`src/rtl/core/huffman_code_table_encoder_defines.svh`:
```
// assertion macros for the huffman code table encoder
`ifndef HUFFMAN_CODE_TABLE_ENCODER_DEFINES_SVH
`define HUFFMAN_CODE_TABLE_ENCODER_DEFINES_SVH

// same-cycle implication, checked out of reset
`define HCTE_ASSERT_IMPLY(label, clk, rst_n, cond, expr, msg) \
  label: assert property (@(posedge clk) disable iff (!rst_n) (cond) |-> (expr)) \
    else $error(msg);

// next-cycle implication, checked out of reset
`define HCTE_ASSERT_NEXT(label, clk, rst_n, cond, expr, msg) \
  label: assert property (@(posedge clk) disable iff (!rst_n) (cond) |=> (expr)) \
    else $error(msg);

`endif

```
`src/rtl/core/hcte_pkg.sv`:
```
// shared types and constants of the huffman code table encoder
package hcte_pkg;

  localparam int SYMBOL_COUNT_DEF = 256;
  localparam int MAX_CODE_LEN     = 32;

  localparam int CMD_W    = 2;
  localparam int SYM_IN_W = 8;
  localparam int CODE_W   = 32;
  localparam int LEN_W    = 6;
  localparam int BYTE_W   = 8;
  localparam int BITS_W   = 4;
  localparam int STAT_W   = 2;
  localparam int KIND_W   = 2;

  // packer window: up to seven pending bits plus one full code
  localparam int WORK_W = CODE_W + BYTE_W;
  localparam int CNT_W  = $clog2(WORK_W);
  localparam int BSH_W  = $clog2(BYTE_W) + 1;

  localparam int QUEUE_DEPTH = 4;
  localparam int QPTR_W      = $clog2(QUEUE_DEPTH);
  localparam int QLVL_W      = $clog2(QUEUE_DEPTH + 1);

  // longest code that may be loaded
  localparam logic [LEN_W-1:0] LEN_LIMIT =
    (MAX_CODE_LEN < CODE_W) ? LEN_W'(MAX_CODE_LEN) : LEN_W'(CODE_W);

  localparam logic [CMD_W-1:0] CMD_LOAD   = 2'd0;
  localparam logic [CMD_W-1:0] CMD_ENCODE = 2'd1;
  localparam logic [CMD_W-1:0] CMD_FLUSH  = 2'd2;

  localparam logic [STAT_W-1:0] STAT_FULL    = 2'd0;
  localparam logic [STAT_W-1:0] STAT_PARTIAL = 2'd1;
  localparam logic [STAT_W-1:0] STAT_REJECT  = 2'd2;

  localparam logic [KIND_W-1:0] KIND_ENC    = 2'd0;
  localparam logic [KIND_W-1:0] KIND_FLUSH  = 2'd1;
  localparam logic [KIND_W-1:0] KIND_REJECT = 2'd2;

  typedef struct packed {
    logic [CMD_W-1:0]    command;
    logic [SYM_IN_W-1:0] symbol;
    logic [CODE_W-1:0]   code_value;
    logic [LEN_W-1:0]    code_length;
  } in_item_t;

  typedef struct packed {
    logic [BYTE_W-1:0] data_byte;
    logic [BITS_W-1:0] bits_in_byte;
    logic [STAT_W-1:0] status;
    logic              last;
  } out_item_t;

  typedef struct packed {
    logic [KIND_W-1:0] kind;
    logic [CODE_W-1:0] code;
    logic [LEN_W-1:0]  len;
  } q_entry_t;

endpackage

```
`src/rtl/core/hcte_queue.sv`:
```
// small flop-based queue between front and packer
module hcte_queue import hcte_pkg::*; (
  input  logic              clk,
  input  logic              rst_n,
  input  logic              push,
  input  q_entry_t          push_entry,
  input  logic              pop,
  output logic              head_valid,
  output q_entry_t          head,
  output logic [QLVL_W-1:0] level
);

  localparam logic [QPTR_W-1:0] PTR_LAST = QPTR_W'(QUEUE_DEPTH - 1);

  q_entry_t          mem_r [QUEUE_DEPTH];
  logic [QPTR_W-1:0] wr_ptr_r;
  logic [QPTR_W-1:0] wr_ptr_nxt;
  logic [QPTR_W-1:0] rd_ptr_r;
  logic [QPTR_W-1:0] rd_ptr_nxt;
  logic [QLVL_W-1:0] level_r;
  logic [QLVL_W-1:0] level_nxt;

  assign head_valid = level_r != '0;
  assign head       = mem_r[rd_ptr_r];
  assign level      = level_r;

  always_comb begin
    wr_ptr_nxt = wr_ptr_r;
    rd_ptr_nxt = rd_ptr_r;
    level_nxt  = level_r;
    if (push) begin
      wr_ptr_nxt = (wr_ptr_r == PTR_LAST) ? '0 : wr_ptr_r + 1'b1;
    end
    if (pop) begin
      rd_ptr_nxt = (rd_ptr_r == PTR_LAST) ? '0 : rd_ptr_r + 1'b1;
    end
    if (push && !pop) begin
      level_nxt = level_r + 1'b1;
    end else if (!push && pop) begin
      level_nxt = level_r - 1'b1;
    end
  end

  always_ff @(posedge clk) begin
    if (push) begin
      mem_r[wr_ptr_r] <= push_entry;
    end
  end

  always_ff @(posedge clk) begin
    if (!rst_n) begin
      wr_ptr_r <= '0;
      rd_ptr_r <= '0;
      level_r  <= '0;
    end else begin
      wr_ptr_r <= wr_ptr_nxt;
      rd_ptr_r <= rd_ptr_nxt;
      level_r  <= level_nxt;
    end
  end

endmodule

```
`config.mk`:
```
export PLATFORM = sky130hd
export DESIGN_NAME = hcte_queue
export DESIGN_NICKNAME = d
export VERILOG_FILES = /design/src/rtl/core/huffman_code_table_encoder_defines.svh /design/src/rtl/core/hcte_pkg.sv /design/src/rtl/core/hcte_queue.sv
export SDC_FILE = /design/constraint.sdc
export NUM_CORES = 1
export LEC_CHECK = 0
export BUFFER_PORTS_ARGS = -buffer_cell sky130_fd_sc_hd__clkbuf_2
export CORE_UTILIZATION = 55
export DETAILED_ROUTE_END_ITERATION = 10
export GPL_ROUTABILITY_DRIVEN = 0
export PLACE_DENSITY_LB_ADDON = 0.15
export SLEW_MARGIN = 40
export SYNTH_ARGS = -nofsm -noshare
export SYNTH_HDL_FRONTEND = slang
export SYNTH_SLANG_ARGS = --single-unit
```
`constraint.sdc`:
```
create_clock -name clk -period 2.18 [get_ports clk]
set_input_delay 0.436 -clock clk [delete_from_list [all_inputs] [get_ports clk]]
set_output_delay 0.436 -clock clk [all_outputs]
set_load 0.05 [all_outputs]
```
==> results of run 1 <==
per-stage QoR:
| step | cell area (um^2) | std cells | TNS (ns) |
|---|---|---|---|
| 3_5_place_dp | 6990 | 483 | 0 |
| 6_report | 8100 | 524 | -0.348 |
| 3_3_place_gp | 6990 | 483 | 0 |
| 2_1_floorplan | 6270 | 252 | 0 |
| 4_1_cts | 7940 | 518 | -1.28 |
| 5_1_grt | 8100 | 524 | -2.18 |
registers in the layout, summed over array words and instances, names as in the netlist, named ones only:
name	count
rd_ptr_r	2
wr_ptr_r	2
level	3
mem_r	160
layout by cell type (no fill, tap or decap), types with 4 or more instances in the layout:
master,netlist,routed
and2_2,0,4
buf_12,4,9
buf_4,0,6
buf_6,1,4
buf_8,0,40
clkbuf_16,0,20
clkbuf_2,0,47
clkinv_4,0,4
clkinvlp_4,0,5
dfxtp_1,9,7
edfxtp_1,160,160
ha_1,6,6
inv_1,4,4
mux2i_1,4,4
mux4_2,40,40
nor2b_1,5,5
worst max-delay path, stage by stage, from the launching register on:
cell and delay [ns]:
dfxtp_4 0.36, buf_6 0.13, buf_12 0.13, mux4_2 0.54
buf_8 0.18
worst min path at each step:
stage | from | to | slack, ns | depth (start not counted)
2_1_floorplan | rd_ptr_r[1] | flip-flop | 0.51 | 2
3_3_place_gp | level[2] | level[2] | 0.50 | 2
3_5_place_dp | level[2] | level[2] | 0.51 | 2
4_1_cts | push_entry[34] | mem_r[1][34] | 0.21 | 1
5_1_grt | push_entry[28] | mem_r[1][28] | 0.21 | 1
6_report | push_entry[28] | mem_r[1][28] | 0.23 | 1
per-layer routing:
metal	up-vias	track usage, %	part of all wire (%)
met5	-	0	0
met4	0	8.98	1.6
li1	1301	-	-
met1	1469	24.1	42
met3	14	6.52	6.4
met2	94	29.7	50
kinds of logic after synthesis:
kind of cell    Yosys count
compound gates            3
xor+xnor                  2
fa+ha+maj                 7
buf+inv                  13
flops                   169
mux                      44
simple gates             14
power groups by stage:
stage,Clock [mW],Combinational [mW],Sequential (mW)
finish,2.88,1.29,3.76
global route,3.06,1.35,3.77
detailed placement,0,1.01,3.84
CTS,2.92,1.19,3.76
global placement,0,1.00,3.83
floorplan,0,0.721,3.85
area by class of cell:
class,instances,area (um^2),share of cell area [%]
multi-input combinational,70,1160,14.3
timing repair buffer,109,1180,14.6
inverter,4,15.0,0.185
tap,140,175,2.16
clock buffer,17,425,5.25
clock inverter,15,154,1.90
sequential,169,4990,61.6
what timing repair did:
| action | CTS | global route |
|---|---|---|
| hold buffers | 0 | 0 |
| endpoints found under the setup margin | 38 | 40 |
| gates resized for setup | 80 | 45 |
| cloned | 0 | 3 |
| setup buffers | 3 | 3 |
| pin swaps | 0 | 0 |
| endpoints found under the hold margin | 0 | 0 |
==> results.ini, run 1 <==
[power_and_ir_drop]
internal_power_mw = 5.95
power.density_nw_per_um2 = 979
power.switching_mw = 1.99
swShare_pct = 25.0
clock_power_share_pct = 36.3
ir_drop_uv = 816
comb_power_share_pct = 16.3
finalPower_mw = 7.93
leakagePower_nw = 2.83
seqPwrFrac_pct = 47.4

[timing]
fmax_ghz = 0.452
hold_viol = 0
worst_slew_pin_slew_ns = 0.414
skew_ns = 0.00546
relSlewSlack_pct = 72.4
rsz0062_at_grt = yes
hold_slack_ns = 0.227
slew_viol_final = 0
finalCritPeriodShare_pct = 101
fin_crit_ns = 2.21
fin_ws_ns = -0.0314
setup_viol = 28

[cts]
cts_max_level = 4
cts_root_buf = clkbuf_16
cts_made_buffers = 17
insertion_delay_ns = 0.42
cts_tree = yes
clk_pin_slew_ns = 0.06
cts_num_sinks = 169
cts_max_path_buffers = 2

[worst_setup_path]
worstPathArrival_ns = 1.78
cp_max_fo = 6
r2r_slack_ns = 0.65
worst-setup-path-type = reg -> out
start_kind = flip-flop
reg2regPathDepth = 4
critPathCapture = head[21]
end_kind = output port
required_ns = 1.74
reg2reg_from = wr_ptr_r[0]
rr_endpoint = mem_r[2][30]

[placed_design]
dpl.hpwl_mm = 6.35
numPortBuffers = 87
place_ws_ns = 0.245

[yosys]
netlist-cell-type-count = 20
synth_top_family_by_area = multiplexers
synth_compound_area_share_pct = 0.319
yosys.area.top_type = edfxtp_1
synth.area.mux_share_pct = 15.0
synth_xor_area_share_pct = 0.279
yosysMostFrequentCell = edfxtp_1
synth.avg_cell_area_um2 = 24.9
synth_flop_cell = edfxtp_1
synth-simple-area-share_pct = 1.34
synth_cells = 252
synth_edf_count = 160
synth.area.top_cells = edfxtp_1, mux4_2, dfxtp_1
ys_top_cells_by_count = edfxtp_1, mux4_2, dfxtp_1
syn_area_um2 = 6270
ys_warn_count = 0
synth_seq_area_share_pct = 79.5
async_reset_ff_share_pct = 0
ys_ff_latch = 169
synth_top_area_share_pct = 76.6
synth_adder_area_share_pct = 1.52
synth_fp_nets = 303

[detailed_routing]
remaining_drc_errors = 0
drt-vias-per-instance = 5.49
vias = 2878
wirelength_mm = 10.5
route.antenna.remaining_nets = 0
first_pass_iters = 4
dr.first_iter.drc_count = 184
wl_per_cell_um = 20.0

[global_routing]
grt_pass1_wl_mm = 15.5
antenna_found_initial = 0
grt_overflow_total = 0
grt_pass1_vias = 2999
grt_usage_pct = 19.0
grt_max_degree = 30

[layout]
drive_gt1_share_pct = 48.2
filler_cell_count = 629
area_growth_pct = 29.3
num_antenna_cells = 0
fin_util_pct = 73.8
layout.nets = 422

[run_status]
status = complete, but fails checks
violations = setup timing

[floorplanning]
row_count = 38
dieArea_um2 = 11800
start_util_pct = 57.1
io_pins = 88
die_w_um = 109
die_y_um = 109
core_region_area_um2 = 11000

[job]
cap_violations = 0

[hold_path]
min_path_type = in -> reg

(Power assumes the default switching activity.)
==> run 2: changes to the inputs <==
--- a/config.mk
+++ b/config.mk
@@ -5,10 +5,12 @@
 export SDC_FILE = /design/constraint.sdc
 export NUM_CORES = 1
 export LEC_CHECK = 0
+export ABC_AREA = 1
 export BUFFER_PORTS_ARGS = -buffer_cell sky130_fd_sc_hd__clkbuf_2
 export CORE_UTILIZATION = 55
 export DETAILED_ROUTE_END_ITERATION = 10
 export GPL_ROUTABILITY_DRIVEN = 0
+export GPL_TIMING_DRIVEN = 0
 export PLACE_DENSITY_LB_ADDON = 0.15
 export SLEW_MARGIN = 40
 export SYNTH_ARGS = -nofsm -noshare
==> results.ini, run 2 <==
[yosys]
yosysMostFrequentCell = edfxtp_1
synth_cells = 446  ; +77%
synth_fp_nets = 497  ; +64%
async_reset_ff_share_pct = 0  ; unchanged
synth_edf_count = 160  ; unchanged
ys_warn_count = 0  ; unchanged
synth.avg_cell_area_um2 = 14.6  ; -41%
synth.area.top_cells = edfxtp_1, nor2_1, o22ai_1
synth_top_area_share_pct = 73.8  ; -2.8 points
synth_seq_area_share_pct = 76.6  ; -2.9 points
yosys.area.top_type = edfxtp_1
ys_top_cells_by_count = edfxtp_1, nor2_1, o21ai_0
netlist-cell-type-count = 22  ; +10%
synth_flop_cell = edfxtp_1
ys_ff_latch = 169  ; unchanged
syn_area_um2 = 6510  ; +3.8%

[floorplanning]
core_region_area_um2 = 11500  ; +4.4%
row_count = 39  ; +2.6%
die_y_um = 111  ; +1.9%
die_w_um = 111  ; +1.9%
start_util_pct = 56.8  ; -0.32 points
io_pins = 88  ; unchanged
dieArea_um2 = 12300  ; +3.8%

[cts]
cts_root_buf = clkbuf_16
insertion_delay_ns = 0.42  ; about the same
cts_num_sinks = 169  ; unchanged
clk_pin_slew_ns = 0.06  ; about the same
cts_made_buffers = 17  ; unchanged
cts_max_path_buffers = 2  ; unchanged
cts_tree = yes
postCtsHoldBufs = 0  ; unchanged
cts_max_level = 4  ; unchanged

[timing]
fmax_ghz = 0.468  ; +3.5%
worst_slew_pin_slew_ns = 0.319  ; -0.0952 ns
slew_viol_final = 0  ; unchanged
rsz0062_at_grt = yes
finalCritPeriodShare_pct = 98.0  ; -3.4 points
hold_viol = 0  ; unchanged
skew_ns = 0.00355  ; -0.00191 ns
relSlewSlack_pct = 78.8  ; +6.3 points
fin_crit_ns = 2.14  ; -0.0752 ns
fin_ws_ns = 0.0438  ; +0.0752 ns
setup_viol = 0  ; -100%
setup_tns_ns = 0  ; +0.348 ns
hold_slack_ns = 0.226  ; -0.000819 ns

[worst_setup_path]
cp_max_fo = 10  ; +4
rr_endpoint = mem_r[3][10]
required_ns = 1.74  ; about the same
start_kind = flip-flop
reg2reg_from = wr_ptr_r[0]
worst-setup-path-type = reg -> out
critical-path-max-stage-delay_ns = 0.35  ; -0.19 ns
critPathBufInv = 3  ; unchanged
reg2regPathDepth = 4  ; unchanged
end_kind = output port
path_delay_family = buffers and inverters
path_common_cell = clkbuf_4
r2r_slack_ns = 0.67  ; +0.02 ns
critical-path-slowest-cell = dfxtp_1
worstPathArrival_ns = 1.70  ; -0.08 ns
crit_chain = inv_1 > clkbuf_4 > o21ai_1 > o22ai_1 > clkbuf_4

[detailed_routing]
first_pass_iters = 5  ; +1
wirelength_mm = 13.0  ; +25%
remaining_drc_errors = 0  ; unchanged
route.antenna.remaining_nets = 0  ; unchanged
wl_per_cell_um = 18.3  ; -8.3%
drt-vias-per-instance = 5.56  ; +1.3%
dr.first_iter.drc_count = 251  ; +36%
vias = 3962  ; +38%

[placed_design]
place_ws_ns = 0.377  ; +0.132 ns
dpl_cell_area_um2 = 7210  ; +3.2%
dpl.hpwl_mm = 7.63  ; +20%
numPortBuffers = 87  ; unchanged

[hold_path]
worstHoldStart = push_entry[9]
hold_end = mem_r[1][9]
hold_depth = 1  ; unchanged
min_path_type = in -> reg

[layout]
num_antenna_cells = 0  ; unchanged
largest_register_ffs = 160  ; unchanged
area_growth_pct = 21.7
top_register = mem_r
layout.nets = 607  ; +44%
layout_common_cells = edfxtp_1, nor2_1, clkbuf_2
layout_commonest_cell = edfxtp_1
fin_util_pct = 69.1  ; -4.7 points
drive_gt1_share_pct = 27.8  ; -20 points
final_cell_area_um2 = 7920  ; -2.2%

[global_routing]
grt_overflow_total = 0  ; unchanged
antenna_found_initial = 0  ; unchanged
grt_pass1_wl_mm = 20.0  ; +29%
grt_pass1_vias = 3945  ; +32%
grt_max_degree = 27  ; -10%
grt_usage_pct = 21.9  ; +2.9 points

[power_and_ir_drop]
ir_drop_uv = 705  ; -14%
power.density_nw_per_um2 = 1010  ; +3.6%
leakagePower_nw = 2.93  ; +3.6%

[run_status]
status = completed

[job]
cap_violations = 0  ; unchanged

==> run 2: cell types whose count changed in the layout (fill, tap and decap cells not counted), moves of 12 or more <==
cell / before / now
o21ai_0: 1 / 43
nor2_1: 1 / 89
buf_8: 40 / 5
mux4_2: 40 / 0
buf_2: 0 / 12
o21ai_1: 0 / 37
clkbuf_4: 0 / 13
o22ai_1: 0 / 37
==> run 2: power by group <==
group / leakage (nW) / internal (mW) / switching (mW)
Combinational: 1.09 / 0.356 / 0.884
Clock: 0.299 / 1.89 / 1.16
Sequential: 1.54 / 3.70 / 0.0425
Total: 2.93 / 5.95 / 2.09
==> run 2: how the worst max path moves through the flow <==
stage,startpoint,to,cells after the start
final,flip-flop,head[7],5
after global routing,flip-flop,head[28],5
after CTS,flip-flop,head[36],5
after detailed placement,flip-flop,head[34],5
after global placement,push,mem_r[0][10],3
after floorplan,flip-flop,head[0],5
==> run 2: repair_timing <==
item | in CTS | in global routing
endpoints found under the hold margin | 0 | 0
endpoints found under the setup margin | 7 | 38
buffers inserted | 0 | 0
pin swaps | 0 | 0
gates resized for setup | 11 | 57
==> run 2: worst reg2reg max path: cells and delay by family (launching register included) <==
kind	cells	cell delay, ns
buf+inv	2	0.50
flops	1	0.40
fa+ha+maj	1	0.20
simple gates	1	0.10
==> run 2: cells by family (layout without fill, tap and decap cells) <==
kind of cell	after synthesis	in the layout	share of synthesized area (%)
and+or+nand+nor	102	102	5.98
adders and majority gates	7	7	1.46
buffers and inverters	41	164	5.21
DFF	169	169	76.6
AOI/OAI and AO/OA	126	126	10.6
xor gates and xnor gates	1	1	0.135
==> run 2: final cells by class <==
class | instances | area (um^2)
plain buffers | 25 | 290
clock inverters | 15 | 183
inverters | 16 | 82.6
well taps | 143 | 179
flip-flops and latches | 169 | 4980
repair buffers | 91 | 576
multi-input cells | 236 | 1200
fillers | 793 | 3540
clock buffers | 17 | 425
==> run 2: through the flow <==
stage	cells	total power, mW
2_1_floorplan	446	4.66
3_3_place_gp	676	4.97
3_5_place_dp	680	5.00
4_1_cts	712	8.05
5_1_grt	712	8.28
6_report	712	8.04
==> run 2: metal layers <==
layer  part of all wire, %  track usage, %
met1                    42            26.7
met2                    51            36.7
met3                   5.3            5.74
met4                   1.4            10.0
met5                     0               0
==> run 3: changes to the inputs <==
--- a/config.mk
+++ b/config.mk
@@ -5,7 +5,6 @@
 export SDC_FILE = /design/constraint.sdc
 export NUM_CORES = 1
 export LEC_CHECK = 0
-export ABC_AREA = 1
 export BUFFER_PORTS_ARGS = -buffer_cell sky130_fd_sc_hd__clkbuf_2
 export CORE_UTILIZATION = 55
 export DETAILED_ROUTE_END_ITERATION = 10
==> results.ini, run 3 (synthesis results as in run 1) <==
[run_status]
status = complete, but fails checks
violations = setup timing

[detailed_routing]
route.antenna.remaining_nets = 0  ; unchanged
wl_per_cell_um = 19.6  ; +7.0%
wirelength_mm = 10.1  ; -23%
dr.first_iter.drc_count = 130  ; -48%
vias = 2811  ; -29%
drt-vias-per-instance = 5.46  ; -1.9%
first_pass_iters = 4  ; -1
remaining_drc_errors = 0  ; unchanged

[timing]
finalCritPeriodShare_pct = 101  ; +3.0 points
skew_ns = 0.00619  ; +0.00264 ns
hold_viol = 0  ; unchanged
rsz0062_at_grt = yes
fmax_ghz = 0.454  ; -3.0%
relSlewSlack_pct = 77.3  ; -1.5 points
slew_viol_final = 0  ; unchanged
fin_crit_ns = 2.20  ; +0.0663 ns
fin_ws_ns = -0.0225  ; -0.0663 ns
worst_slew_pin_slew_ns = 0.341  ; +0.0221 ns
setup_viol = 12  ; +12

[worst_setup_path]
start_kind = flip-flop
critical-path-slowest-cell = mux4_2
reg2reg_from = level[0]
end_kind = output port
reg2regPathDepth = 4  ; unchanged
required_ns = 1.74  ; about the same
critPathCapture = head[34]
critical-path-max-stage-delay_ns = 0.55  ; +0.20 ns
r2r_slack_ns = 0.68  ; about the same
worstPathArrival_ns = 1.77  ; +0.07 ns
rr_endpoint = level[2]
worst-setup-path-type = reg -> out
crit_chain = buf_6 > buf_12 > mux4_2 > buf_8
cp_max_fo = 10  ; unchanged

[floorplanning]
die_w_um = 109  ; -1.8%
row_count = 38  ; -2.6%
dieArea_um2 = 11800  ; -3.6%
core_region_area_um2 = 11000  ; -4.2%
die_y_um = 109  ; -1.8%
io_pins = 88  ; unchanged
start_util_pct = 57.1  ; +0.32 points

[global_routing]
grt_util_met3_pct = 6.69  ; +0.95 points
grt_usage_pct = 19.2  ; -2.8 points
grt_pass1_vias = 2999  ; -24%
grt_max_degree = 32  ; +19%
grt_overflow_total = 0  ; unchanged
met2_usage_pct = 31.1  ; -5.6 points
antenna_found_initial = 0  ; unchanged
grt_util_met1_pct = 23.1  ; -3.6 points
grt_pass1_wl_mm = 15.6  ; -22%
busiest_layer = met2

[layout]
num_antenna_cells = 0  ; unchanged
layout_commonest_cell = edfxtp_1
final_cells = 515  ; -28%
drive_gt1_share_pct = 45.6  ; +18 points
filler_cell_count = 628  ; -21%
largest_register_ffs = 160  ; unchanged
area_growth_pct = 26.3
layout.nets = 413  ; -32%
fin_util_pct = 72.1  ; +3.0 points
layout_common_cells = edfxtp_1, clkbuf_2, mux4_2, buf_8, clkbuf_16
top_register = mem_r

[hold_path]
worstHoldStart = push_entry[14]
hold_depth = 1  ; unchanged
min_path_type = in -> reg

[power_and_ir_drop]
leakagePower_nw = 2.76  ; -5.7%
ir_drop_uv = 782  ; +11%
power.density_nw_per_um2 = 984  ; -3.0%

[cts]
insertion_delay_ns = 0.42  ; about the same
cts_num_sinks = 169  ; unchanged
cts_setup_buffers = 0  ; unchanged
post_cts_resized = 81  ; +70
clk_pin_slew_ns = 0.06  ; about the same
cts_max_path_buffers = 2  ; unchanged
postCtsHoldBufs = 0  ; unchanged
cts_root_buf = clkbuf_16
cts_max_level = 4  ; unchanged
cts_made_buffers = 17  ; unchanged
cts_tree = yes

[placed_design]
dpl.hpwl_mm = 6.07  ; -20%
placed_cells = 483  ; -29%
numPortBuffers = 87  ; unchanged

[job]
cap_violations = 0  ; unchanged

[run 3: cell count changes in the layout (fill, tap and decap cells not counted), moves of 16 or more]
| cell | before | now |
|---|---|---|
| o21ai_0 | 43 | 1 |
| buf_4 | 16 | 0 |
| buf_8 | 5 | 40 |
| mux4_2 | 0 | 40 |
| o21ai_1 | 37 | 0 |
| nor2_1 | 89 | 1 |
| o22ai_1 | 37 | 0 |
[run 3: critical path, delay by kind of cell, from the launching register on]
family                 cells  cell delay [ns]
buffers and inverters      3             0.47
muxes                      1             0.55
DFF                        1             0.32
[run 3: power by group]
part / total [mW] / internal [mW] / switching, mW
clock: 2.78 / 1.66 / 1.11
combinational: 1.25 / 0.520 / 0.733
sequential: 3.76 / 3.71 / 0.0462
[run 3: how the worst min path moves through the flow]
| stage | end | slack [ns] |
|---|---|---|
| 3_3_place_gp | level[2] | 0.49 |
| 4_1_cts | mem_r[0][4] | 0.22 |
| 3_5_place_dp | level[2] | 0.51 |
| 6_report | mem_r[1][14] | 0.23 |
| 2_1_floorplan | flip-flop | 0.51 |
| 5_1_grt | mem_r[1][20] | 0.22 |
[run 3: layout make-up]
cell class                      instances  area (um^2)  area share, %
Inverter                                4         15.0          0.190
Sequential cell                       169         4990           63.0
Buffer                                  9          111           1.41
Clock inverter                         11          105           1.33
Multi-Input combinational cell         70         1170           14.7
Timing Repair Buffer                   91          916           11.6
Tap cell                              140          175           2.21
Clock buffer                           21          440           5.56
[run 3: metrics by stage]
step	area, um^2	worst slack [ns]	total power, mW	TNS, ns	hold WS (ns)
floorplan	6270	0.260	4.57	0	0.512
detailed placement	6970	0.225	4.86	0	0.513
global placement	6880	-0.557	4.81	-87.89	0.485
global route	7920	-0.0835	8.04	-2.36	0.217
CTS	7870	-0.0584	7.78	-1.29	0.215
finish	7920	-0.0225	7.79	-0.100	0.226
[run 3: layer usage]
metal	part of all wire (%)	wire length [um]	vias up
li1	-	-	1279
met3	6.3	636	12
met1	40	4070	1433
met2	52	5200	87
met5	0	0	-
met4	1.7	176	0
