<file path="config.mk">
export PLATFORM = sky130hd
export DESIGN_NAME = hcte_back
export DESIGN_NICKNAME = d
export VERILOG_FILES = /design/src/rtl/core/huffman_code_table_encoder_defines.svh /design/src/rtl/core/hcte_pkg.sv /design/src/rtl/core/hcte_back.sv
export SDC_FILE = /design/constraint.sdc
export NUM_CORES = 1
export LEC_CHECK = 0
export BUFFER_PORTS_ARGS = -buffer_cell sky130_fd_sc_hd__buf_2
export CAP_MARGIN = 20
export CELL_PAD_IN_SITES_DETAIL_PLACEMENT = 0
export CELL_PAD_IN_SITES_GLOBAL_PLACEMENT = 1
export CORE_MARGIN = 2
export CORE_UTILIZATION = 30
export DETAILED_ROUTE_END_ITERATION = 6
export GPL_TIMING_DRIVEN = 0
export PLACE_DENSITY = 0.63
export SLEW_MARGIN = 20
export SYNTH_ARGS = -nofsm -noshare
export SYNTH_HDL_FRONTEND = slang
export SYNTH_SLANG_ARGS = --single-unit
</file>
<file path="constraint.sdc">
create_clock -name clk -period 4.7 [get_ports clk]
set_input_delay 0.235 -clock clk [delete_from_list [all_inputs] [get_ports clk]]
set_output_delay 0.235 -clock clk [all_outputs]
set_load 0.02 [all_outputs]
</file>
<file path="src/rtl/core/huffman_code_table_encoder_defines.svh">
// assertion macros for the huffman code table encoder
`ifndef HUFFMAN_CODE_TABLE_ENCODER_DEFINES_SVH
`define HUFFMAN_CODE_TABLE_ENCODER_DEFINES_SVH

// same-cycle implication, checked out of reset
`define HCTE_ASSERT_IMPLY(label, clk, rst_n, cond, expr, msg) \
  label: assert property (@(posedge clk) disable iff (!rst_n) (cond) |-> (expr)) \
    else $error(msg);

// next-cycle implication, checked out of reset
`define HCTE_ASSERT_NEXT(label, clk, rst_n, cond, expr, msg) \
  label: assert property (@(posedge clk) disable iff (!rst_n) (cond) |=> (expr)) \
    else $error(msg);

`endif

</file>
<file path="src/rtl/core/hcte_pkg.sv">
// shared types and constants of the huffman code table encoder
package hcte_pkg;

  localparam int SYMBOL_COUNT_DEF = 256;
  localparam int MAX_CODE_LEN     = 32;

  localparam int CMD_W    = 2;
  localparam int SYM_IN_W = 8;
  localparam int CODE_W   = 32;
  localparam int LEN_W    = 6;
  localparam int BYTE_W   = 8;
  localparam int BITS_W   = 4;
  localparam int STAT_W   = 2;
  localparam int KIND_W   = 2;

  // packer window: up to seven pending bits plus one full code
  localparam int WORK_W = CODE_W + BYTE_W;
  localparam int CNT_W  = $clog2(WORK_W);
  localparam int BSH_W  = $clog2(BYTE_W) + 1;

  localparam int QUEUE_DEPTH = 4;
  localparam int QPTR_W      = $clog2(QUEUE_DEPTH);
  localparam int QLVL_W      = $clog2(QUEUE_DEPTH + 1);

  // longest code that may be loaded
  localparam logic [LEN_W-1:0] LEN_LIMIT =
    (MAX_CODE_LEN < CODE_W) ? LEN_W'(MAX_CODE_LEN) : LEN_W'(CODE_W);

  localparam logic [CMD_W-1:0] CMD_LOAD   = 2'd0;
  localparam logic [CMD_W-1:0] CMD_ENCODE = 2'd1;
  localparam logic [CMD_W-1:0] CMD_FLUSH  = 2'd2;

  localparam logic [STAT_W-1:0] STAT_FULL    = 2'd0;
  localparam logic [STAT_W-1:0] STAT_PARTIAL = 2'd1;
  localparam logic [STAT_W-1:0] STAT_REJECT  = 2'd2;

  localparam logic [KIND_W-1:0] KIND_ENC    = 2'd0;
  localparam logic [KIND_W-1:0] KIND_FLUSH  = 2'd1;
  localparam logic [KIND_W-1:0] KIND_REJECT = 2'd2;

  typedef struct packed {
    logic [CMD_W-1:0]    command;
    logic [SYM_IN_W-1:0] symbol;
    logic [CODE_W-1:0]   code_value;
    logic [LEN_W-1:0]    code_length;
  } in_item_t;

  typedef struct packed {
    logic [BYTE_W-1:0] data_byte;
    logic [BITS_W-1:0] bits_in_byte;
    logic [STAT_W-1:0] status;
    logic              last;
  } out_item_t;

  typedef struct packed {
    logic [KIND_W-1:0] kind;
    logic [CODE_W-1:0] code;
    logic [LEN_W-1:0]  len;
  } q_entry_t;

endpackage

</file>
<file path="src/rtl/core/hcte_back.sv">
// back end: msb-first bit packer with output register
module hcte_back import hcte_pkg::*; (
  input  logic      clk,
  input  logic      rst_n,
  input  logic      head_valid,
  input  q_entry_t  head,
  output logic      pop,
  output logic      out_valid,
  input  logic      out_stall,
  output out_item_t out_item
);

  localparam logic [CNT_W-1:0]  CNT_BYTE   = CNT_W'(BYTE_W);
  localparam logic [LEN_W-1:0]  LEN_CODE   = LEN_W'(CODE_W);
  localparam logic [BSH_W-1:0]  BSH_BYTE   = BSH_W'(BYTE_W);
  localparam logic [BITS_W-1:0] BITS_FULL  = BITS_W'(BYTE_W);

  // work_r holds unsent bits left aligned, all lower bits zero
  logic [WORK_W-1:0] work_r;
  logic [WORK_W-1:0] work_nxt;
  logic [CNT_W-1:0]  cnt_r;
  logic [CNT_W-1:0]  cnt_nxt;
  logic              out_valid_r;
  logic              out_valid_nxt;
  out_item_t         out_r;
  out_item_t         out_nxt;

  logic              can_load;
  logic              emit_byte;
  logic [WORK_W-1:0] base_work;
  logic [CNT_W-1:0]  base_cnt;
  logic [CNT_W-1:0]  rem_cnt;
  logic              head_enc;
  logic              pop_enc;
  logic              pop_other;
  logic [CODE_W-1:0] code_left;
  logic [WORK_W-1:0] code_ins;
  logic [BSH_W-1:0]  ins_shamt;

  assign can_load  = ~out_valid_r | ~out_stall;
  assign emit_byte = (cnt_r >= CNT_BYTE) & can_load;
  assign rem_cnt   = cnt_r - CNT_BYTE;
  assign base_work = emit_byte ? (work_r << BYTE_W) : work_r;
  assign base_cnt  = emit_byte ? rem_cnt : cnt_r;

  assign head_enc  = head_valid & (head.kind == KIND_ENC);
  // an encode may join in the cycle the last full byte leaves
  assign pop_enc   = head_enc & (base_cnt < CNT_BYTE);
  assign pop_other = head_valid & ~head_enc & (cnt_r < CNT_BYTE) & can_load;
  assign pop       = pop_enc | pop_other;

  // drop bits above the length, then place the code after the pending bits
  assign code_left = head.code << (LEN_CODE - head.len);
  assign ins_shamt = BSH_BYTE - {1'b0, base_cnt[BSH_W-2:0]};
  assign code_ins  = {{BYTE_W{1'b0}}, code_left} << ins_shamt;

  always_comb begin
    work_nxt      = base_work;
    cnt_nxt       = base_cnt;
    out_valid_nxt = can_load ? 1'b0 : out_valid_r;
    out_nxt       = out_r;
    if (emit_byte) begin
      out_valid_nxt        = 1'b1;
      out_nxt.data_byte    = work_r[WORK_W-1 -: BYTE_W];
      out_nxt.bits_in_byte = BITS_FULL;
      out_nxt.status       = STAT_FULL;
      out_nxt.last         = rem_cnt < CNT_BYTE;
    end
    if (pop_enc) begin
      work_nxt = base_work | code_ins;
      cnt_nxt  = base_cnt + CNT_W'(head.len);
    end else if (pop_other) begin
      case (head.kind)
        KIND_FLUSH: begin
          work_nxt = '0;
          cnt_nxt  = '0;
          if (cnt_r != '0) begin
            out_valid_nxt        = 1'b1;
            out_nxt.data_byte    = work_r[WORK_W-1 -: BYTE_W];
            out_nxt.bits_in_byte = {1'b0, cnt_r[BSH_W-2:0]};
            out_nxt.status       = STAT_PARTIAL;
            out_nxt.last         = 1'b1;
          end
        end
        default: begin
          out_valid_nxt        = 1'b1;
          out_nxt.data_byte    = '0;
          out_nxt.bits_in_byte = '0;
          out_nxt.status       = STAT_REJECT;
          out_nxt.last         = 1'b1;
        end
      endcase
    end
  end

  always_ff @(posedge clk) begin
    out_r <= out_nxt;
  end

  always_ff @(posedge clk) begin
    if (!rst_n) begin
      work_r      <= '0;
      cnt_r       <= '0;
      out_valid_r <= 1'b0;
    end else begin
      work_r      <= work_nxt;
      cnt_r       <= cnt_nxt;
      out_valid_r <= out_valid_nxt;
    end
  end

  assign out_valid = out_valid_r;
  assign out_item  = out_r;

endmodule

</file>
==> metrics.md, run 1 <==
| Metric | Value |
|---|---|
| Pint | 0.00172 W |
| Hold buffer count at CTS | 0 |
| Post-synthesis mux area share | 24.1% |
| PortBufs | 59 |
| WP data arrival | 4.70 ns |
| Synth Area in Simple Gates | 21.1% |
| Crit-path cells | buf_2 -> buf_6 -> buf_6 -> buf_6 -> buf_6 -> inv_1 -> ha_1 -> inv_1 -> buf_2 -> clkbuf_4 -> mux2i_1 -> nor2_1 -> o31ai_2 -> nand2_1 -> mux4_2 -> a221o_1 -> a31o_1 |
| GPL Wtd Cong | 0.965 |
| Number of buffers on the longest clock path | 2 |
| Synth Instances | 960 |
| Clock share of power | 24.1% |
| Clk Tree Root Cell | clkbuf_16 |
| Power per cell area | 367 mW/mm^2 |
| CTS tree | yes |
| Avg Cell Area, Syn | 7.99 um^2 |
| Min-delay worst type | input pin to register |
| Cell row count | 58 |
| Worst r2r src | cnt_r[0]$_SDFFE_PN0P_ |
| Syn Std Cell Area | 0.00767 mm^2 |
| Total wire length | 35.7 mm |
| Reg power frac | 19.1% |
| Die height | 164 um |
| Final min period | 4.49 ns |
| Critical path depth | 17 |
| Initial Util | 30.5% |
| Worst Skew | 0.00497 ns |
| Switching share of power | 46.6% |
| DRT Pass-1 Iters | 5 |
| Global route overflow | 0 |
| Tcrit/Tclk final | 95.6% |
| Required time of the worst setup path | 4.91 ns |
| Synthesis Warnings | 0 |
| Layout cells sized above 1 | 19.2% |
| Least-Margin Pin Slew | 1.04 ns |
| Post-route DRC violation count | 0 |
| Most used cell, CP | buf_6 |
| EDFF count, synth | 0 |
| Core ar. | 0.0252 mm^2 |
| DRT iter0 DRCs | 974 |
| Synth async-reset ratio | 0% |
| Leakage | 3.30 nW |
| Final setup TNS | 0 ns |
| DRT antenna net count | 0 |
| # clock sinks | 62 |
| Endpoint type of the worst setup path | register |
| Top_reg_cell synth | dfxtp_1 |
| Post-Syn Nets | 1015 |
| Compound-Gate Fraction of Synth Area | 30.0% |
| Max-slew violation count | 0 |
| Crit-path max cell delay | 0.54 ns |
| CP max FO | 10 |
| Reg2Reg Setup Slack | 0.29 ns |
| Crit path kind | input pin to register |
| Io pins | 61 |
| TritonCTS Buffers | 9 |
| H-tree levels | 3 |
| Gr usage total | 26.5% |
| Largest net degree at the start of global routing | 11 |
| Via count | 8718 |
| Status | complete, no violations |
| CP max-delay cell | mux4_2 |
| Clock Pin Slew Worst Setup and Hold Paths | 0.05 ns |
| Vias/cell | 6.39 |
| Syn-to-layout area delta | 14.4% |
| Clk Latency, worst-skew pair | 0.33 ns |
| Final Hold Viols | 0 |
| Ant diodes | 0 |
| Seq cells post-synth | 62 |
| Most common cell after layout, fill and taps aside | nand2_1 |
| Vias in the first global route | 8269 |
| Critical path origin | head[0] |
| DP Wirelength | 28.7 mm |
| MaxCap Viol Count | 0 |
| Worst slew margin | 30.0% |
| Detailed-route wire length per cell | 26.2 um |
| Hold WS | 0.254 ns |
| P_sw | 0.00150 W |
| Final setup violation count | 0 |
| R2R cell count | 13 |
| Distinct cells, synth | 92 |
| Critical Path Start Type | input pin |
| Max Clock Freq | 223 MHz |
| Largest family of logic cells by synthesized area | compound AO/OA/AOI/OAI gates |
| Worst-case vdd ir drop | 0.000317 V |
| Worst setup path end | work_r[26]$_SDFF_PN0_ |
| First-pass GRT wire length | 53.6 mm |
| DIE AREA | 0.0269 mm^2 |
| Initial antenna violation count | 0 |
| Most frequent cells in the layout | nand2_1, nor2_1, a21oi_1, buf_2, dfxtp_1 |
| CP top delay family | buffers and inverters |
| Adder-cell share of the synthesized area | 1.89% |
| Xor/xnor share of the synthesized area | 1.48% |
| R2R Path End | work_r[32]$_SDFF_PN0_ |
| RSZ-0062 raised after global routing | false |
| Logic gate share of total power | 56.8% |
| Sequential fraction of the synthesis area | 16.2% |
| CP Buf/Inv Count | 9 |
| # nets final | 1084 |
| Die W | 164 um |
Yosys cell counts (7+ instances only):
library cell,count,area [um^2]
mux2_2,29,327
mux4_2,40,901
o21a_1,9,67.6
buf_6,9,101
nor2_1,82,308
nor4_1,7,43.8
nand2_1,111,417
or3_1,10,62.6
nand3_1,33,165
o211ai_1,12,90.1
o221ai_1,7,61.3
nor3_1,32,160
o21ai_0,47,235
clkbuf_1,39,146
o22ai_1,14,87.6
nand2b_1,8,50.1
and2_1,11,68.8
o21ai_1,9,45.0
inv_1,17,63.8
a31oi_1,8,50.1
a211oi_1,9,67.6
o31a_1,9,78.8
a22o_1,13,114
buf_2,10,50.1
ha_1,10,125
dfxtp_1,62,1240
a22oi_1,15,113
o211a_1,8,80.1
a21oi_1,68,340
mux2i_1,56,561
buf_1,7,26.3
o32ai_1,8,70.1
flip-flops by register name (all words and copies together), names as in the netlist:
name	cells
work_r	40
out_item	15
cnt_r	6
out_valid	1
layer usage:
layer  routed length (um)  global-route usage (%)
met2                15800                    42.4
met1                15200                    35.4
met5                    0                       0
met3                 2770                    3.26
met4                 1930                    13.1
stage by stage:
stage          setup slack [ns]  total power, W  area, um^2  utilization, %  cells
2_1_floorplan             0.999         0.00180        7670               -    960
3_3_place_gp             -0.457         0.00241        8380            33.3   1349
3_5_place_dp             -0.381         0.00240        8380            33.3   1349
4_1_cts                  0.0414         0.00318        8730            34.7   1365
5_1_grt                  0.0547         0.00339        8780            34.9   1364
6_report                  0.207         0.00322        8780            34.9   1364
layout make-up:
class | count | area (um^2)
Sequential cell | 62 | 1240
Buffer | 66 | 348
Tap cell | 330 | 413
Fill cell | 2708 | 16400
Inverter | 18 | 68.8
Clock inverter | 3 | 90.1
Multi-Input combinational cell | 813 | 6060
Timing Repair Buffer | 59 | 295
Clock buffer | 13 | 260
how the worst min path moves through the flow:
stage	startpoint	endpoint	cells after the start
2_1_floorplan	head[38]	out_item[1]$_DFF_P_	2
3_3_place_gp	out_item[0]$_DFF_P_	out_item[0]$_DFF_P_	2
3_5_place_dp	out_item[0]$_DFF_P_	out_item[0]$_DFF_P_	2
4_1_cts	head[38]	out_item[1]$_DFF_P_	3
5_1_grt	head[38]	out_item[1]$_DFF_P_	3
6_report	head[38]	out_item[1]$_DFF_P_	3
timing repair:
| item | CTS | global route |
|---|---|---|
| buffers inserted | 0 | 0 |
| gates resized for setup | 3 | 20 |
| gates cloned | 0 | 0 |
| setup endpoints to repair | 22 | 18 |
power groups by stage:
stage,logic (W),registers [W],clock network (W)
4_1_cts,0.00178,0.000617,0.000784
3_5_place_dp,0.00177,0.000628,0
2_1_floorplan,0.00114,0.000654,0
6_report,0.00183,0.000616,0.000776
3_3_place_gp,0.00179,0.000626,0
5_1_grt,0.00196,0.000623,0.000806
tightest hold or removal path, delay by kind of cell:
kind | cells | cell delay, ns
buf+inv | 1 | 0.13
compound gates | 1 | 0.07
simple gates | 1 | 0.09
kinds of logic (layout without fill, tap and decap cells):
group / after synthesis / after routing
AO/OA/AOI/OAI: 324 / 324
XOR/XNOR: 10 / 10
adder cells (fa/ha/maj): 11 / 11
buffers and inverters: 85 / 159
flip-flops: 62 / 62
multiplexers: 130 / 130
AND/OR/NAND/NOR: 338 / 338
No activity file was read; power rests on OpenSTA's default activity.
==> inputs of run 2 (changes only) <==
--- a/config.mk
+++ b/config.mk
@@ -9,7 +9,6 @@
 export CAP_MARGIN = 20
 export CELL_PAD_IN_SITES_DETAIL_PLACEMENT = 0
 export CELL_PAD_IN_SITES_GLOBAL_PLACEMENT = 1
-export CORE_MARGIN = 2
 export CORE_UTILIZATION = 30
 export DETAILED_ROUTE_END_ITERATION = 6
 export GPL_TIMING_DRIVEN = 0
==> run 2 against run 1 <==
Die area down 2.4%. Fmax down 0.79%. Combinational power about the same. Critical endpoint is now work_r[24]$_SDFF_PN0_. Via count down 1.2%. Clock skew about the same. Sequential power about the same. Setup slack worse by 0.036 ns.
==> metrics.md, run 2 (synthesis gave the netlist of run 1 again) <==
| Metric | Value |
|---|---|
| Status | complete, no violations |
| Hold buffer count at CTS | 0 |
| Reg2Reg Setup Slack | 0.24 ns |
| Global route overflow | 0 |
| MaxCap Viol Count | 0 |
| Clk Tree Root Cell | clkbuf_16 |
| Placed cell count | 1349 |
| Final min period | 4.53 ns |
| Initial Util | 30.6% |
| Vias/cell | 6.31 |
| CP max FO | 10 |
| Combined area of the multi-input logic cells | 0.00606 mm^2 |
| R2R Path End | work_r[32]$_SDFF_PN0_ |
| Layout cells sized above 1 | 19.1% |
| DRT Pass-1 Iters | 5 |
| Min-delay worst type | input pin to register |
| Ant diodes | 0 |
| Gr usage total | 26.8% |
| GPL Wtd Cong | 0.940 |
| DIE AREA | 0.0262 mm^2 |
| Power per cell area | 357 mW/mm^2 |
| Largest net degree at the start of global routing | 11 |
| WP data arrival | 4.75 ns |
| TritonCTS Buffers | 9 |
| Max Clock Freq | 221 MHz |
| R2R cell count | 13 |
| Die W | 162 um |
| First-pass GRT wire length | 52.7 mm |
| Clk Latency, worst-skew pair | 0.33 ns |
| DRT antenna net count | 0 |
| Worst-case vdd ir drop | 0.000292 V |
| Critical Path Start Type | input pin |
| Final setup TNS | 0 ns |
| Least-Margin Pin Slew | 1.00 ns |
| Reg with most FFs | work_r |
| Setup ws final | 0.171 ns |
| Syn-to-layout area delta | 13.8% |
| Most common cell after layout, fill and taps aside | nand2_1 |
| Clock Pin Slew Worst Setup and Hold Paths | 0.05 ns |
| Post-route DRC violation count | 0 |
| CTS tree | yes |
| Leakage | 3.28 nW |
| Required time of the worst setup path | 4.92 ns |
| Final Hold Viols | 0 |
| Max-slew violation count | 0 |
| Critical path origin | head[0] |
| Worst r2r src | cnt_r[0]$_SDFFE_PN0P_ |
| DP Wirelength | 28.5 mm |
| Hold Path Depth | 3 |
| Worst setup path end | work_r[24]$_SDFF_PN0_ |
| Cell row count | 58 |
| Number of buffers on the longest clock path | 2 |
| DRT iter0 DRCs | 1024 |
| # clock sinks | 62 |
| Max FFs per register | 40 |
| Worst slew margin | 32.7% |
| Post-place setup slack | -0.323 ns |
| Total of fill cells in the finished design | 2739 |
| Io pins | 61 |
| Via count | 8612 |
| Total wire length | 35.2 mm |
| Detailed-route wire length per cell | 25.8 um |
| Die height | 162 um |
| Crit path kind | input pin to register |
| PortBufs | 59 |
| Register Area | 0.00124 mm^2 |
| # nets final | 1085 |
| Vias in the first global route | 8150 |
| Worst Skew | 0.00547 ns |
| H-tree levels | 3 |
| Final setup violation count | 0 |
| Initial antenna violation count | 0 |
| Tcrit/Tclk final | 96.4% |
| Most frequent cells in the layout | nand2_1, nor2_1, a21oi_1, buf_2, dfxtp_1 |
| Non-Filler Instances | 1365 |
| RSZ-0062 raised after global routing | false |
| Core ar. | 0.0251 mm^2 |
| Endpoint type of the worst setup path | register |
[run 2: cell types whose count changed in the layout (fill, tap and decap cells not counted), moves of 2 or more]
cell,previous run,this run
clkbuf_1,32,35
bufinv_16,3,1
clkbuf_2,8,4
clkinv_2,1,4
[run 2: routing by layer]
metal | vias up | wire, um | share of wire (%) | track usage [%]
met5 | - | 0 | 0 | 0
met4 | 0 | 1850 | 5.2 | 14.2
met3 | 91 | 2520 | 7.2 | 3.37
met2 | 488 | 15800 | 45 | 42.7
met1 | 4141 | 15000 | 43 | 35.4
li1 | 3892 | - | - | -
[run 2: repair_timing]
action,in CTS,in global routing
pin swaps,0,1
resized for setup,4,9
buffers inserted,0,1
endpoints found under the setup margin,19,20
[run 2: cell type report]
class	instances	share of cell area [%]
multi-input combinational	813	69.4
sequential	62	14.2
tap	330	4.73
buffer	66	3.92
timing repair buffer	60	3.47
clock buffer	12	2.94
inverter	18	0.788
clock inverter	4	0.516
[run 2: metrics by stage]
step | instance area (um^2) | total power (W) | utilization (%) | hold WS (ns)
finish | 8730 | 0.00312 | 34.8 | 0.234
global route | 8730 | 0.00327 | 34.8 | 0.238
CTS | 8690 | 0.00307 | 34.6 | 0.222
detailed placement | 8380 | 0.00239 | 33.4 | 0.437
global placement | 8380 | 0.00241 | 33.4 | 0.426
floorplan | 7670 | 0.00180 | - | 0.406
[run 2: how the worst min path moves through the flow]
stage                         from             endpoint
2_1_floorplan             head[38]  out_item[1]$_DFF_P_
3_3_place_gp   out_item[0]$_DFF_P_  out_item[0]$_DFF_P_
3_5_place_dp   out_item[0]$_DFF_P_  out_item[0]$_DFF_P_
4_1_cts                   head[38]  out_item[1]$_DFF_P_
5_1_grt                   head[38]  out_item[1]$_DFF_P_
6_report                  head[38]  out_item[1]$_DFF_P_
[run 2: power by group]
part,switching [W],internal (W)
registers,0.0000357,0.000580
clock network,0.000233,0.000436
logic,0.00123,0.000596
[run 2: worst max-delay path, stage by stage]
cell and delay, ns:
buf_2 0.19, buf_6 0.20, buf_6 0.19, buf_6 0.19, buf_6 0.19, inv_1 0.06
ha_1 0.29, xnor2_2 0.63, mux4_2 0.66, a21boi_1 0.21, a2111oi_0 0.60, a31oi_1 0.26
mux2i_1 0.37, mux2i_1 0.15, a221o_1 0.32
==> inputs of run 3 (changes only) <==
--- a/config.mk
+++ b/config.mk
@@ -11,7 +11,6 @@
 export CELL_PAD_IN_SITES_GLOBAL_PLACEMENT = 1
 export CORE_UTILIZATION = 30
 export DETAILED_ROUTE_END_ITERATION = 6
-export GPL_TIMING_DRIVEN = 0
 export PLACE_DENSITY = 0.63
 export SLEW_MARGIN = 20
 export SYNTH_ARGS = -nofsm -noshare
==> run 3 against run 2 <==
Utilization down 0.30 points. First-iteration DRC count shrank 18%. Die area unchanged. Sequential cell count is the same. Wire length decreased by 8.6%. Largest power group unchanged.
==> metrics.md, run 3 (synthesis gave the netlist of run 1 again) <==
| Metric | Value |
|---|---|
| Status | complete, no violations |
| Hold Path Depth | 3 |
| Worst setup path end | work_r[7]$_SDFF_PN0_ |
| Worst-case vdd ir drop | 0.000273 V |
| CP max FO | 22 |
| GPL Wtd Cong | 0.972 |
| PortBufs | 60 |
| Initial antenna violation count | 0 |
| DRT iter0 DRCs | 838 |
| Clk Tree Root Cell | clkbuf_16 |
| Cell row count | 58 |
| Reg2Reg Setup Slack | 1.20 ns |
| Largest net degree at the start of global routing | 78 |
| Max FFs per register | 40 |
| CP top delay family | compound AO/OA/AOI/OAI gates |
| Core ar. | 0.0251 mm^2 |
| Detailed-route wire length per cell | 24.1 um |
| CP max-delay cell | a2111oi_0 |
| Die height | 162 um |
| Final Cell Area | 0.00866 mm^2 |
| Global route overflow | 0 |
| Die W | 162 um |
| Via count | 8329 |
| Clk Latency, worst-skew pair | 0.34 ns |
| DP Wirelength | 25.1 mm |
| Final Hold Viols | 0 |
| MaxCap Viol Count | 0 |
| Post-DP Area | 0.00833 mm^2 |
| Vias in the first global route | 7876 |
| H-tree levels | 3 |
| Total wire length | 32.1 mm |
| Worst Skew | 0.00760 ns |
| Crit-path max cell delay | 1.00 ns |
| Required time of the worst setup path | 4.96 ns |
| Number of buffers on the longest clock path | 2 |
| Critical path origin | head[1] |
| RSZ-0062 raised after global routing | false |
| Final setup TNS | 0 ns |
| R2R cell count | 11 |
| Tcrit/Tclk final | 77.0% |
| Gr usage total | 24.5% |
| Hold buffer count at CTS | 0 |
| Io pins | 61 |
| DIE AREA | 0.0262 mm^2 |
| Power consumption | 0.00308 W |
| Leakage | 3.28 nW |
| Post-cts gate resize count | 0 |
| Syn-to-layout area delta | 12.9% |
| Most frequent cells in the layout | nand2_1, nor2_1, a21oi_1 |
| Most used cell, CP | o21ai_0 |
| DRT antenna net count | 0 |
| Critical path depth | 12 |
| Critical Path Start Type | input pin |
| Initial Util | 30.6% |
| Worst r2r src | cnt_r[3]$_SDFF_PN0_ |
| Non-Filler Instances | 1332 |
| Final min period | 3.62 ns |
| Max Clock Freq | 276 MHz |
| Least-Margin Pin Slew | 1.07 ns |
| # nets final | 1052 |
| R2R Path End | work_r[36]$_SDFF_PN0_ |
| CTS tree | yes |
| Post-route DRC violation count | 0 |
| # Post-CTS Setup Buffers | 0 |
| WP data arrival | 3.88 ns |
| Crit path kind | input pin to register |
| Final setup violation count | 0 |
| Endpoint type of the worst setup path | register |
| First-pass GRT wire length | 48.9 mm |
| Worst slew margin | 26.7% |
| DRT Pass-1 Iters | 6 |
| Min-delay worst type | input pin to register |
| Placed cell count | 1316 |
| Most common cell after layout, fill and taps aside | nand2_1 |
| Max-slew violation count | 0 |
| # clock sinks | 62 |
| Clock Pin Slew Worst Setup and Hold Paths | 0.05 ns |
| Ant diodes | 0 |
| Power per cell area | 356 mW/mm^2 |
| Layout cells sized above 1 | 20.4% |
| CP Buf/Inv Count | 3 |
| Reg with most FFs | work_r |
| Vias/cell | 6.25 |
| Crit-path cells | buf_2 -> inv_1 -> ha_1 -> buf_4 -> nor2b_1 -> o21ai_1 -> a2111oi_0 -> and2_1 -> o21ai_0 -> o21ai_0 -> a22oi_1 -> nor2_1 |
| TritonCTS Buffers | 9 |
[run 3: cell count changes in the layout (fill, tap and decap cells not counted), moves of 2 or more]
cell        before  now
buf_1            7    0
buf_4            3   33
buf_6            9    0
clkinvlp_4       0    2
buf_2           68   59
clkinv_2         4    2
clkbuf_2         4    0
clkbuf_1        35    0
[run 3: area by class of cell]
class                   instances  area, um^2
clock buffers                  10         239
fillers                      2715       16500
inverters                      18        67.6
repair buffers                 93         563
multi-input cells             813        6050
clock inverters                 6        85.1
flip-flops and latches         62        1240
well taps                     330         413
[run 3: metal layers]
metal	GRT usage, %	routed length [um]	vias up
met1	33.1	14100	3994
met2	38.2	14300	423
met3	2.81	2190	83
met5	0	0	-
met4	12.7	1510	0
li1	-	-	3829
[run 3: per-stage QoR]
step                      worst slack [ns]  hold slack [ns]  util [%]
after floorplan                      0.999            0.406         -
after global routing                 0.790            0.273      34.5
after CTS                             1.16            0.238      34.5
after detailed placement             0.809            0.435      33.2
final                                 1.08            0.262      34.5
after global placement               0.813            0.427      33.2
[run 3: worst min path at each step]
stage / startpoint / endpoint
final: head[38] / out_item[1]$_DFF_P_
after global routing: head[38] / out_item[1]$_DFF_P_
after CTS: head[38] / out_item[1]$_DFF_P_
after detailed placement: out_item[0]$_DFF_P_ / out_item[0]$_DFF_P_
after global placement: out_item[0]$_DFF_P_ / out_item[0]$_DFF_P_
after floorplan: head[38] / out_item[1]$_DFF_P_
[run 3: report_power, final]
group / switching, W / internal [W] / total, W
sequential: 0.0000384 / 0.000580 / 0.000618
clock: 0.000239 / 0.000476 / 0.000715
combinational: 0.00115 / 0.000595 / 0.00175
total: 0.00143 / 0.00165 / 0.00308
[run 3: worst min-delay path: cells and delay by family]
| kind | cells | cell delay [ns] |
|---|---|---|
| AND/OR/NAND/NOR | 1 | 0.10 |
| AO/OA/AOI/OAI | 1 | 0.07 |
| buffers and inverters | 1 | 0.13 |
